<file path="src/rtl/qoi_pkg.sv">
// ----------------------------------------------------------------------------
// qoi_pkg
// Shared types and constants for the chunk stream decoder.
// ----------------------------------------------------------------------------
package qoi_pkg;

   // chunk tags
   localparam logic [7:0] TAG_RGB  = 8'hFE;
   localparam logic [7:0] TAG_RGBA = 8'hFF;
   localparam logic [1:0] TAG2_INDEX = 2'b00;
   localparam logic [1:0] TAG2_DIFF  = 2'b01;
   localparam logic [1:0] TAG2_LUMA  = 2'b10;

   // previous pixel after a restart: r g b zero, alpha full
   localparam logic [31:0] PIX_RESET = 32'h0000_00FF;

   // longest run a single chunk carries
   localparam int unsigned RUN_MAX = 62;

   // configuration register indexes
   localparam logic CSR_PIXEL_TOTAL   = 1'b0;
   localparam logic CSR_CHANNEL_COUNT = 1'b1;

   // result kinds
   localparam logic [1:0] KIND_PIXEL    = 2'd0;
   localparam logic [1:0] KIND_MATCH    = 2'd1;
   localparam logic [1:0] KIND_MISMATCH = 2'd2;

   // where the stream stands
   typedef enum logic [1:0] {
      PH_CHUNKS   = 2'd0,
      PH_MARK_OK  = 2'd1,
      PH_MARK_BAD = 2'd2,
      PH_DONE     = 2'd3
   } phase_type;

   // sequencer states
   typedef enum logic [1:0] {
      S_IDLE   = 2'd0,
      S_FINISH = 2'd1,
      S_EMIT   = 2'd2,
      S_MARK   = 2'd3
   } state_type;

endpackage

</file>
<file path="src/rtl/qoi_ram.sv">
// ----------------------------------------------------------------------------
// qoi_ram
// Generic single write port, single read port RAM with registered read.
// ----------------------------------------------------------------------------
module qoi_ram #(
   parameter int WIDTH = 32,
   parameter int DEPTH = 64
) (
   input  logic                     clock,
   input  logic                     wr_en,
   input  logic [$clog2(DEPTH)-1:0] wr_addr,
   input  logic [WIDTH-1:0]         wr_data,
   input  logic                     rd_en,
   input  logic [$clog2(DEPTH)-1:0] rd_addr,
   output logic [WIDTH-1:0]         rd_data
);

   logic [WIDTH-1:0] mem_ff [DEPTH];
   logic [WIDTH-1:0] rd_data_ff;

   // write port
   always_ff @(posedge clock) begin
      if (wr_en) begin
         mem_ff[wr_addr] <= wr_data;
      end
   end

   // registered read
   always_ff @(posedge clock) begin
      if (rd_en) begin
         rd_data_ff <= mem_ff[rd_addr];
      end
   end

   assign rd_data = rd_data_ff;

endmodule

</file>
<file path="src/rtl/qoi_chunk_decoder_core.sv">
// ----------------------------------------------------------------------------
// qoi_chunk_decoder_core
// Byte-serial decoder for the QOI chunk stream with end marker check.
// ----------------------------------------------------------------------------
// Usage:
//   req_* carries one stream byte per word (after the file header); set
//   req_frame_start on the first byte of an image to restart the decoder.
//   rsp_* carries one result per word: a decoded pixel, or after
//   pixel_total pixels one end marker verdict (matched or mismatched).
//   csr_* writes pixel_total (index 0) and channel_count (index 1) while idle.
// Sequence:
//   a byte that only completes part of a chunk or marker keeps state idle.
//   a chunk's last byte starts the table read; a finish state then decodes
//   and writes the table (the registered RAM read sets this state), and an
//   emit state sends the pixels one by one; req_ready stays low until a run
//   is out. The last marker byte moves to a mark state for the verdict.
//   results sit in an output register; a new byte is taken while the last
//   result waits, and emission pauses while rsp_ready is low.
// Reset:
//   synchronous; clears the sequencer, the previous pixel (0,0,0,255), the
//   table valid bits (table reads as zero), pixel_total and the output valid.
// ----------------------------------------------------------------------------
module qoi_chunk_decoder_core #(
   parameter int TABLE_ENTRIES = 64
) (
   input  logic        clock,
   input  logic        reset,
   // byte input
   input  logic        req_valid,
   output logic        req_ready,
   input  logic [7:0]  req_stream_byte,
   input  logic        req_frame_start,
   // results
   output logic        rsp_valid,
   input  logic        rsp_ready,
   output logic [1:0]  rsp_result_kind,
   output logic [7:0]  rsp_red,
   output logic [7:0]  rsp_green,
   output logic [7:0]  rsp_blue,
   output logic [7:0]  rsp_alpha,
   output logic        rsp_run_last,
   output logic        rsp_image_last,
   // configuration
   input  logic        csr_write_enable,
   input  logic        csr_index,
   input  logic [24:0] csr_write_data
);

   localparam int ADDR_W = $clog2(TABLE_ENTRIES);

   // registers
   qoi_pkg::state_type          state_ff, state_in;
   qoi_pkg::phase_type          phase_ff, phase_in;
   logic [2:0]                  pend_ff, pend_in;
   logic [24:0]                 done_ff, done_in;
   logic [3:0]                  mpos_ff, mpos_in;
   logic [7:0]                  op_ff, op_in;
   logic [31:0]                 cb_ff, cb_in;
   logic [31:0]                 prior_ff, prior_in;
   logic [24:0]                 total_ff;
   logic [TABLE_ENTRIES-1:0]    valid_ff, valid_in;
   logic                        idx_valid_ff, idx_valid_in;
   logic [31:0]                 px_ff, px_in;
   logic [5:0]                  cnt_ff, cnt_in;
   logic [1:0]                  kind_ff, kind_in;
   logic                        rsp_valid_ff, rsp_valid_in;
   logic [1:0]                  rsp_kind_ff, rsp_kind_in;
   logic [31:0]                 rsp_px_ff, rsp_px_in;
   logic                        rsp_run_last_ff, rsp_run_last_in;
   logic                        rsp_image_last_ff, rsp_image_last_in;

   // combinational
   logic               accept;
   logic               slot_free;
   qoi_pkg::phase_type e_phase, m_phase;
   logic [2:0]         e_pend;
   logic [24:0]        e_done;
   logic [3:0]         e_mpos;
   logic [31:0]        e_cb;
   logic [31:0]        e_prior;
   logic [7:0]         expect_byte;
   logic [31:0]        rd_data;
   logic [31:0]        tbl_px;
   logic [31:0]        dec_px;
   logic [6:0]         dec_count;
   logic [7:0]         pr, pg, pb, pa;
   logic [7:0]         luma_g;
   logic [11:0]        hash_sum;
   logic [ADDR_W-1:0]  hash_slot;
   logic [24:0]        remaining;
   logic [5:0]         emit_n;
   logic               tbl_we;

   assign accept    = req_valid && req_ready;
   assign slot_free = !rsp_valid_ff || rsp_ready;
   assign req_ready = (state_ff == qoi_pkg::S_IDLE);

   // color table
   qoi_ram #(
      .WIDTH (32),
      .DEPTH (TABLE_ENTRIES)
   ) u_table (
      .clock   (clock),
      .wr_en   (tbl_we),
      .wr_addr (hash_slot),
      .wr_data (dec_px),
      .rd_en   (accept),
      .rd_addr (req_stream_byte[ADDR_W-1:0]),
      .rd_data (rd_data)
   );

   // state seen by the incoming byte, restart and end-of-pixels applied
   always_comb begin
      e_phase = req_frame_start ? qoi_pkg::PH_CHUNKS : phase_ff;
      e_pend  = req_frame_start ? 3'd0 : pend_ff;
      e_done  = req_frame_start ? 25'd0 : done_ff;
      e_mpos  = req_frame_start ? 4'd0 : mpos_ff;
      e_cb    = req_frame_start ? 32'd0 : cb_ff;
      e_prior = req_frame_start ? qoi_pkg::PIX_RESET : prior_ff;
      if (e_phase == qoi_pkg::PH_CHUNKS && e_pend == 3'd0 && e_done >= total_ff) begin
         e_phase = qoi_pkg::PH_MARK_OK;
         e_mpos  = 4'd0;
      end
      expect_byte = (e_mpos == 4'd7) ? 8'd1 : 8'd0;
      m_phase     = (req_stream_byte != expect_byte) ? qoi_pkg::PH_MARK_BAD : e_phase;
   end

   // chunk decode from the held opcode, payload, previous pixel and table read; hash slot and emit count
   always_comb begin
      pr = prior_ff[31:24];
      pg = prior_ff[23:16];
      pb = prior_ff[15:8];
      pa = prior_ff[7:0];
      tbl_px    = idx_valid_ff ? rd_data : 32'd0;
      luma_g    = pg + {2'b00, op_ff[5:0]} - 8'd32;
      dec_count = 7'd1;
      if (op_ff == qoi_pkg::TAG_RGB) begin
         dec_px = {cb_ff[23:0], pa};
      end else if (op_ff == qoi_pkg::TAG_RGBA) begin
         dec_px = cb_ff;
      end else begin
         unique case (op_ff[7:6])
            qoi_pkg::TAG2_INDEX: dec_px = tbl_px;
            qoi_pkg::TAG2_DIFF: begin
               dec_px = {pr + {6'd0, op_ff[5:4]} - 8'd2,
                         pg + {6'd0, op_ff[3:2]} - 8'd2,
                         pb + {6'd0, op_ff[1:0]} - 8'd2, pa};
            end
            qoi_pkg::TAG2_LUMA: begin
               dec_px = {pr + {2'b00, op_ff[5:0]} + {4'd0, cb_ff[7:4]} - 8'd40,
                         luma_g,
                         pb + {2'b00, op_ff[5:0]} + {4'd0, cb_ff[3:0]} - 8'd40, pa};
            end
            default: begin
               dec_px    = prior_ff;
               dec_count = {1'b0, op_ff[5:0]} + 7'd1;
            end
         endcase
      end
      hash_sum = 12'(dec_px[31:24]) * 12'd3 + 12'(dec_px[23:16]) * 12'd5
               + 12'(dec_px[15:8]) * 12'd7 + 12'(dec_px[7:0]) * 12'd11;
      hash_slot = hash_sum[ADDR_W-1:0];
      remaining = (done_ff < total_ff) ? (total_ff - done_ff) : 25'd0;
      emit_n    = (remaining < 25'(dec_count)) ? remaining[5:0] : dec_count[5:0];
   end

   assign tbl_we = (state_ff == qoi_pkg::S_FINISH);

   // next state
   always_comb begin
      state_in = state_ff;
      unique case (state_ff)
         qoi_pkg::S_IDLE: begin
            if (accept) begin
               if (e_phase == qoi_pkg::PH_MARK_OK || e_phase == qoi_pkg::PH_MARK_BAD) begin
                  if (e_mpos == 4'd7) state_in = qoi_pkg::S_MARK;
               end else if (e_phase == qoi_pkg::PH_CHUNKS) begin
                  if (e_pend == 3'd1) begin
                     state_in = qoi_pkg::S_FINISH;
                  end else if (e_pend == 3'd0 && req_stream_byte != qoi_pkg::TAG_RGB
                               && req_stream_byte != qoi_pkg::TAG_RGBA
                               && req_stream_byte[7:6] != qoi_pkg::TAG2_LUMA) begin
                     state_in = qoi_pkg::S_FINISH;
                  end
               end
            end
         end
         qoi_pkg::S_FINISH: state_in = (emit_n == 6'd0) ? qoi_pkg::S_IDLE : qoi_pkg::S_EMIT;
         qoi_pkg::S_EMIT: begin
            if (slot_free && cnt_ff == 6'd1) state_in = qoi_pkg::S_IDLE;
         end
         qoi_pkg::S_MARK: begin
            if (slot_free) state_in = qoi_pkg::S_IDLE;
         end
         default: state_in = qoi_pkg::S_IDLE;
      endcase
   end

   // datapath updates
   always_comb begin
      phase_in          = phase_ff;
      pend_in           = pend_ff;
      done_in           = done_ff;
      mpos_in           = mpos_ff;
      op_in             = op_ff;
      cb_in             = cb_ff;
      prior_in          = prior_ff;
      valid_in          = valid_ff;
      idx_valid_in      = idx_valid_ff;
      px_in             = px_ff;
      cnt_in            = cnt_ff;
      kind_in           = kind_ff;
      rsp_valid_in      = rsp_valid_ff && !rsp_ready;
      rsp_kind_in       = rsp_kind_ff;
      rsp_px_in         = rsp_px_ff;
      rsp_run_last_in   = rsp_run_last_ff;
      rsp_image_last_in = rsp_image_last_ff;
      unique case (state_ff)
         qoi_pkg::S_IDLE: begin
            if (accept) begin
               phase_in     = e_phase;
               pend_in      = e_pend;
               done_in      = e_done;
               mpos_in      = e_mpos;
               cb_in        = e_cb;
               prior_in     = e_prior;
               idx_valid_in = !req_frame_start && valid_ff[req_stream_byte[ADDR_W-1:0]];
               if (req_frame_start) valid_in = '0;
               unique case (e_phase)
                  qoi_pkg::PH_MARK_OK, qoi_pkg::PH_MARK_BAD: begin
                     mpos_in  = e_mpos + 4'd1;
                     phase_in = m_phase;
                     if (e_mpos == 4'd7) begin
                        kind_in  = (m_phase == qoi_pkg::PH_MARK_OK) ? qoi_pkg::KIND_MATCH
                                                                    : qoi_pkg::KIND_MISMATCH;
                        phase_in = qoi_pkg::PH_DONE;
                     end
                  end
                  qoi_pkg::PH_CHUNKS: begin
                     if (e_pend != 3'd0) begin
                        cb_in   = {e_cb[23:0], req_stream_byte};
                        pend_in = e_pend - 3'd1;
                     end else begin
                        op_in = req_stream_byte;
                        cb_in = 32'd0;
                        if (req_stream_byte == qoi_pkg::TAG_RGB) begin
                           pend_in = 3'd3;
                        end else if (req_stream_byte == qoi_pkg::TAG_RGBA) begin
                           pend_in = 3'd4;
                        end else if (req_stream_byte[7:6] == qoi_pkg::TAG2_LUMA) begin
                           pend_in = 3'd1;
                        end
                     end
                  end
                  default: ;
               endcase
            end
         end
         qoi_pkg::S_FINISH: begin
            valid_in[hash_slot] = 1'b1;
            prior_in = dec_px;
            cb_in    = 32'd0;
            px_in    = dec_px;
            cnt_in   = emit_n;
         end
         qoi_pkg::S_EMIT: begin
            if (slot_free) begin
               rsp_valid_in      = 1'b1;
               rsp_kind_in       = qoi_pkg::KIND_PIXEL;
               rsp_px_in         = px_ff;
               rsp_run_last_in   = (cnt_ff == 6'd1);
               rsp_image_last_in = (done_ff + 25'd1 == total_ff);
               done_in           = done_ff + 25'd1;
               cnt_in            = cnt_ff - 6'd1;
            end
         end
         qoi_pkg::S_MARK: begin
            if (slot_free) begin
               rsp_valid_in      = 1'b1;
               rsp_kind_in       = kind_ff;
               rsp_px_in         = 32'd0;
               rsp_run_last_in   = 1'b1;
               rsp_image_last_in = 1'b0;
            end
         end
         default: ;
      endcase
   end

   // control registers
   always_ff @(posedge clock) begin
      if (reset) begin
         state_ff     <= qoi_pkg::S_IDLE;
         phase_ff     <= qoi_pkg::PH_CHUNKS;
         pend_ff      <= 3'd0;
         done_ff      <= 25'd0;
         mpos_ff      <= 4'd0;
         op_ff        <= 8'd0;
         cb_ff        <= 32'd0;
         prior_ff     <= qoi_pkg::PIX_RESET;
         valid_ff     <= '0;
         cnt_ff       <= 6'd0;
         rsp_valid_ff <= 1'b0;
      end else begin
         state_ff     <= state_in;
         phase_ff     <= phase_in;
         pend_ff      <= pend_in;
         done_ff      <= done_in;
         mpos_ff      <= mpos_in;
         op_ff        <= op_in;
         cb_ff        <= cb_in;
         prior_ff     <= prior_in;
         valid_ff     <= valid_in;
         cnt_ff       <= cnt_in;
         rsp_valid_ff <= rsp_valid_in;
      end
   end

   // configuration; channel count only informs the consumer and is not kept
   always_ff @(posedge clock) begin
      if (reset) begin
         total_ff <= 25'd0;
      end else if (csr_write_enable && csr_index == qoi_pkg::CSR_PIXEL_TOTAL) begin
         total_ff <= csr_write_data;
      end
   end

   // payload registers
   always_ff @(posedge clock) begin
      idx_valid_ff      <= idx_valid_in;
      px_ff             <= px_in;
      kind_ff           <= kind_in;
      rsp_kind_ff       <= rsp_kind_in;
      rsp_px_ff         <= rsp_px_in;
      rsp_run_last_ff   <= rsp_run_last_in;
      rsp_image_last_ff <= rsp_image_last_in;
   end

   assign rsp_valid       = rsp_valid_ff;
   assign rsp_result_kind = rsp_kind_ff;
   assign rsp_red         = rsp_px_ff[31:24];
   assign rsp_green       = rsp_px_ff[23:16];
   assign rsp_blue        = rsp_px_ff[15:8];
   assign rsp_alpha       = rsp_px_ff[7:0];
   assign rsp_run_last    = rsp_run_last_ff;
   assign rsp_image_last  = rsp_image_last_ff;

   // emission never starts with an empty count
   a_emit_count: assert property (@(posedge clock) disable iff (reset)
      state_ff == qoi_pkg::S_EMIT |-> cnt_ff != 6'd0)
      else $error("emit state with zero count");

   // marker verdicts always carry run_last set and image_last clear
   a_marker_last: assert property (@(posedge clock) disable iff (reset)
      rsp_valid_ff && rsp_kind_ff != qoi_pkg::KIND_PIXEL |-> rsp_run_last_ff && !rsp_image_last_ff)
      else $error("marker result with wrong flags");

   // table written only on the cycle after a chunk byte was taken
   a_finish_follows_accept: assert property (@(posedge clock) disable iff (reset)
      state_ff == qoi_pkg::S_FINISH |-> $past(accept))
      else $error("decode without an accepted byte");

endmodule
</file>
<file path="config.mk">
export PLATFORM = sky130hd
export DESIGN_NAME = qoi_chunk_decoder_core
export DESIGN_NICKNAME = d
export VERILOG_FILES = /design/src/rtl/qoi_pkg.sv /design/src/rtl/qoi_ram.sv /design/src/rtl/qoi_chunk_decoder_core.sv
export SDC_FILE = /design/constraint.sdc
export NUM_CORES = 2
export LEC_CHECK = 0
export ABC_AREA = 1
export ABC_CLOCK_PERIOD_IN_PS = 37800
export BUFFER_PORTS_ARGS = -buffer_cell sky130_fd_sc_hd__buf_2
export CAP_MARGIN = 0
export CORE_MARGIN = 5
export CORE_UTILIZATION = 44
export CTS_CLUSTER_SIZE = 8
export DETAILED_ROUTE_END_ITERATION = 6
export GPL_ROUTABILITY_DRIVEN = 0
export PLACE_DENSITY = 0.65
export SETUP_SLACK_MARGIN = 0.5
export SYNTH_ARGS = -nofsm -noshare
export SYNTH_HDL_FRONTEND = slang
export SYNTH_HIERARCHICAL = 1
export SYNTH_SLANG_ARGS = --single-unit
</file>
<file path="constraint.sdc">
create_clock -name clock -period 37.8 [get_ports clock]
set_input_delay 7.56 -clock clock [delete_from_list [all_inputs] [get_ports clock]]
set_output_delay 7.56 -clock clock [all_outputs]
set_load 0.05 [all_outputs]
</file>
==> impl_metrics.tcl <==
set metrics [dict create \
    clk_latency_ns 0.95 \
    synthFlopType "edfxtp_1" \
    syn_inst 9621 \
    fin_tns_setup_ns 0 \
    wl_per_cell_microns 24.6 \
    rsz0062_at_grt "no" \
    worstPathArrival_ns 13.34 \
    drt_pass1_iterations 7 \
    critPathMaxFanout 233 \
    syn_nets 9847 \
    worst-setup-path-type "input pin to flop" \
    ant_nets 0 \
    synth_edf_count 2151 \
    overflow 0 \
    slowest_delay_ns 0.89 \
    cap_violations 0 \
    drv_slew 10 \
    cts_max_level 5 \
    grt_pass1_wl_microns 464000 \
    area_delta_synth_final_pct 12.4 \
    setup_slack_ns 25.23 \
    crit_chain "buf_8 > inv_16 > buf_4 > buf_4 > buf_4 > buf_4 > nand2_1 > nand3_1 > nand3_1 > nand3_1 > nand3_1 > nand2_1 > nand2_1 > nand2_1" \
    fin_crit_sh_pct 33.3 \
    dp_hpwl_microns 175000 \
    portBuffers 77 \
    die_area_sq_mm 0.244 \
    synth_area_leaders "edfxtp_1 (63%), nand2_1 (11%), nand3_1 (9.9%), dfxtp_1 (4.0%), inv_1 (1.8%)" \
    yosysTopAreaCell "edfxtp_1" \
    critPathTopFamily "buffers and inverters" \
    die_x_microns 494 \
    final_hold_viol_count 0 \
    antenna_found_initial 37 \
    io_pins 78 \
    numCtsBuffers 345 \
    first_global_vias 71900 \
    crit_path_end "u_table/rd_data[30]" \
    grt_max_degree 234 \
    slew_headroom_pct -0.148 \
    setup_viol 0 \
    whs_ns 0.446 \
    fin_crit_ns 12.57 \
    initial_utilization_pct 44.2 \
    grt_usage_pct 25.2 \
    cts_tree "built" \
    synth_top_cell_area_share_pct 62.8 \
    outcome "finished with violations" \
    hp-class "flop to flop" \
    ys_seq_elements 2355 \
    crit_slowest_cell "buf_4" \
    min_from "valid_ff[1]" \
    end_kind "flop" \
    finClkSkew_ns 0.0754 \
    cts_hold_buffers 0 \
    cts_resized 0 \
    cp-startpoint "req_stream_byte[0]" \
    drive_gt1_share_pct 7.68 \
    drt-total-wl_microns 316000 \
    dpl_worst_slack_ns 24.70 \
    reg2reg_depth 41 \
    synthArstFlopShare_pct 0 \
    viasPerCell 5.90 \
    ys_seq_area_share_pct 66.7 \
    cts.sinks 2355 \
    nNetsFinal 9883 \
    fmaxAchievable_mhz 79.6 \
    dr_total_vias 75900 \
    startpoint_type "input pin" \
    clk_pin_slew_ns 0.05 \
    violations "DRC, slew limit" \
    yosysMostFrequentCell "nand2_1" \
    syn_area_per_cell_sq_um 10.7 \
    route.detailed.drc 4 \
    clockBufferDepth 4 \
    root_buffer "clkbuf_16" \
    post-place-cells 12400 \
    fp-row-count 177 \
    reg2reg_slack_ns 25.88 \
    layout.cells.non_filler 12900 \
    n_fill_cell 20200 \
    yosysWarningCount 6 \
    ys_types 59 \
    core_area_sq_mm 0.233 \
    rr_startpoint "op_ff[1]" \
    drtIter0Drc 9490 \
    netlist_top_cells_count "nand2_1 (2,923), edfxtp_1 (2,151), nand3_1 (2,026), inv_1 (494), buf_2 (286)" \
    worstSetupPathDepth 14 \
    post-cts-setup-buffers 0 \
    crit_required_ns 38.57 \
    die_y_microns 494 \
    synth_area_sq_mm 0.103 \
    crit_buf_inv 6 \
    timing.rr.end "u_table/mem_ff[28][29]" \
    tightest_slew_ns 1.50 \
]
[through the flow]
stage	cell area, sq um	utilization [%]
2_1_floorplan	103000	-
3_3_place_gp	107000	45.8
3_5_place_dp	107000	45.8
4_1_cts	116000	49.7
5_1_grt	116000	49.7
6_report	116000	49.7
[cells in the final DEF (no fill, tap or decap), types with 6 or more instances in the layout]
cell type / instances
a32oi_1: 20
nor2_1: 212
o211ai_1: 33
xor2_1: 44
nor2_4: 60
nand2_1: 2921
a211oi_1: 7
clkbuf_16: 348
buf_4: 164
fa_1: 38
o21ai_0: 143
xnor2_1: 19
nor2_2: 7
nand2_2: 6
edfxtp_1: 2151
clkbuf_1: 44
o22ai_1: 6
a221oi_1: 9
diode_2: 12
or2_2: 10
a21oi_1: 252
nand3_1: 2026
inv_2: 26
nand4_1: 107
a31oi_1: 11
o211a_1: 7
o21ai_4: 7
nand3b_1: 6
inv_1: 475
nor4_2: 8
ha_1: 148
inv_6: 6
dfxtp_1: 204
nor4_1: 9
buf_12: 7
nor3_1: 22
o221ai_1: 18
buf_2: 72
[per-layer routing]
metal	GRT usage, %	share of wire (%)
met2	38.2	44
met5	0	0.053
met3	7.03	12
met4	11.5	4.8
met1	34.0	39
[final cells by class]
class                   count  area (sq um)  share of cell area (%)
diodes                     12          30.0                  0.0260
clock buffers             392          8870                    7.67
clock inverters            11           135                   0.117
inverters                 509          1950                    1.68
multi-input cells        6199         30300                    26.2
flip-flops and latches   2355         68700                    59.4
well taps                3132          3920                    3.39
repair buffers            247          1790                    1.55
[worst min-delay path, cell delays in order, from the launching register on]
cell     delay (ns)
dfxtp_1        0.30
inv_1          0.04
a21oi_1        0.05
[state kept, by name, summed over array words and instances (netlist names)]
signal and count:
rsp_run_last 1, mpos_ff 4, rsp_result_kind 2, phase_ff 2, kind_ff 2, u_table/mem_ff 2048
u_table/rd_data 32, prior_ff 32, state_ff 2, op_ff 8, rsp_valid 1, done_ff 25
px_ff 32, cb_ff 32, rsp_px_ff 32, idx_valid_ff 1, cnt_ff 6, rsp_image_last 1
valid_ff 64, total_ff 25, pend_ff 3
[kinds of logic (layout without fill, tap and decap cells)]
logic type	Yosys count	after routing	share of synthesized area, %
flip-flops	2355	2355	66.7
other	1	13	0.00364
buffers and inverters	1067	1159	4.49
AND/OR/NAND/NOR	5404	5404	22.6
XOR/XNOR	64	64	0.545
adder cells (fa/ha/maj)	186	186	2.54
AO/OA/AOI/OAI	543	543	3.04
multiplexers	1	1	0.00973
[worst min-delay path by stage]
stage                         endpoint  cells after the start  slack, ns
after floorplan              cb_ff[28]                      2       0.42
after global placement    valid_ff[25]                      2       0.43
after detailed placement  valid_ff[41]                      2       0.44
after CTS                  valid_ff[1]                      2       0.45
after global routing      valid_ff[61]                      2       0.47
final                      valid_ff[1]                      2       0.45
Power is left out: the tool's default activity adds up to more than one toggle a clock period on the data nets, which glitch-free logic cannot reach.
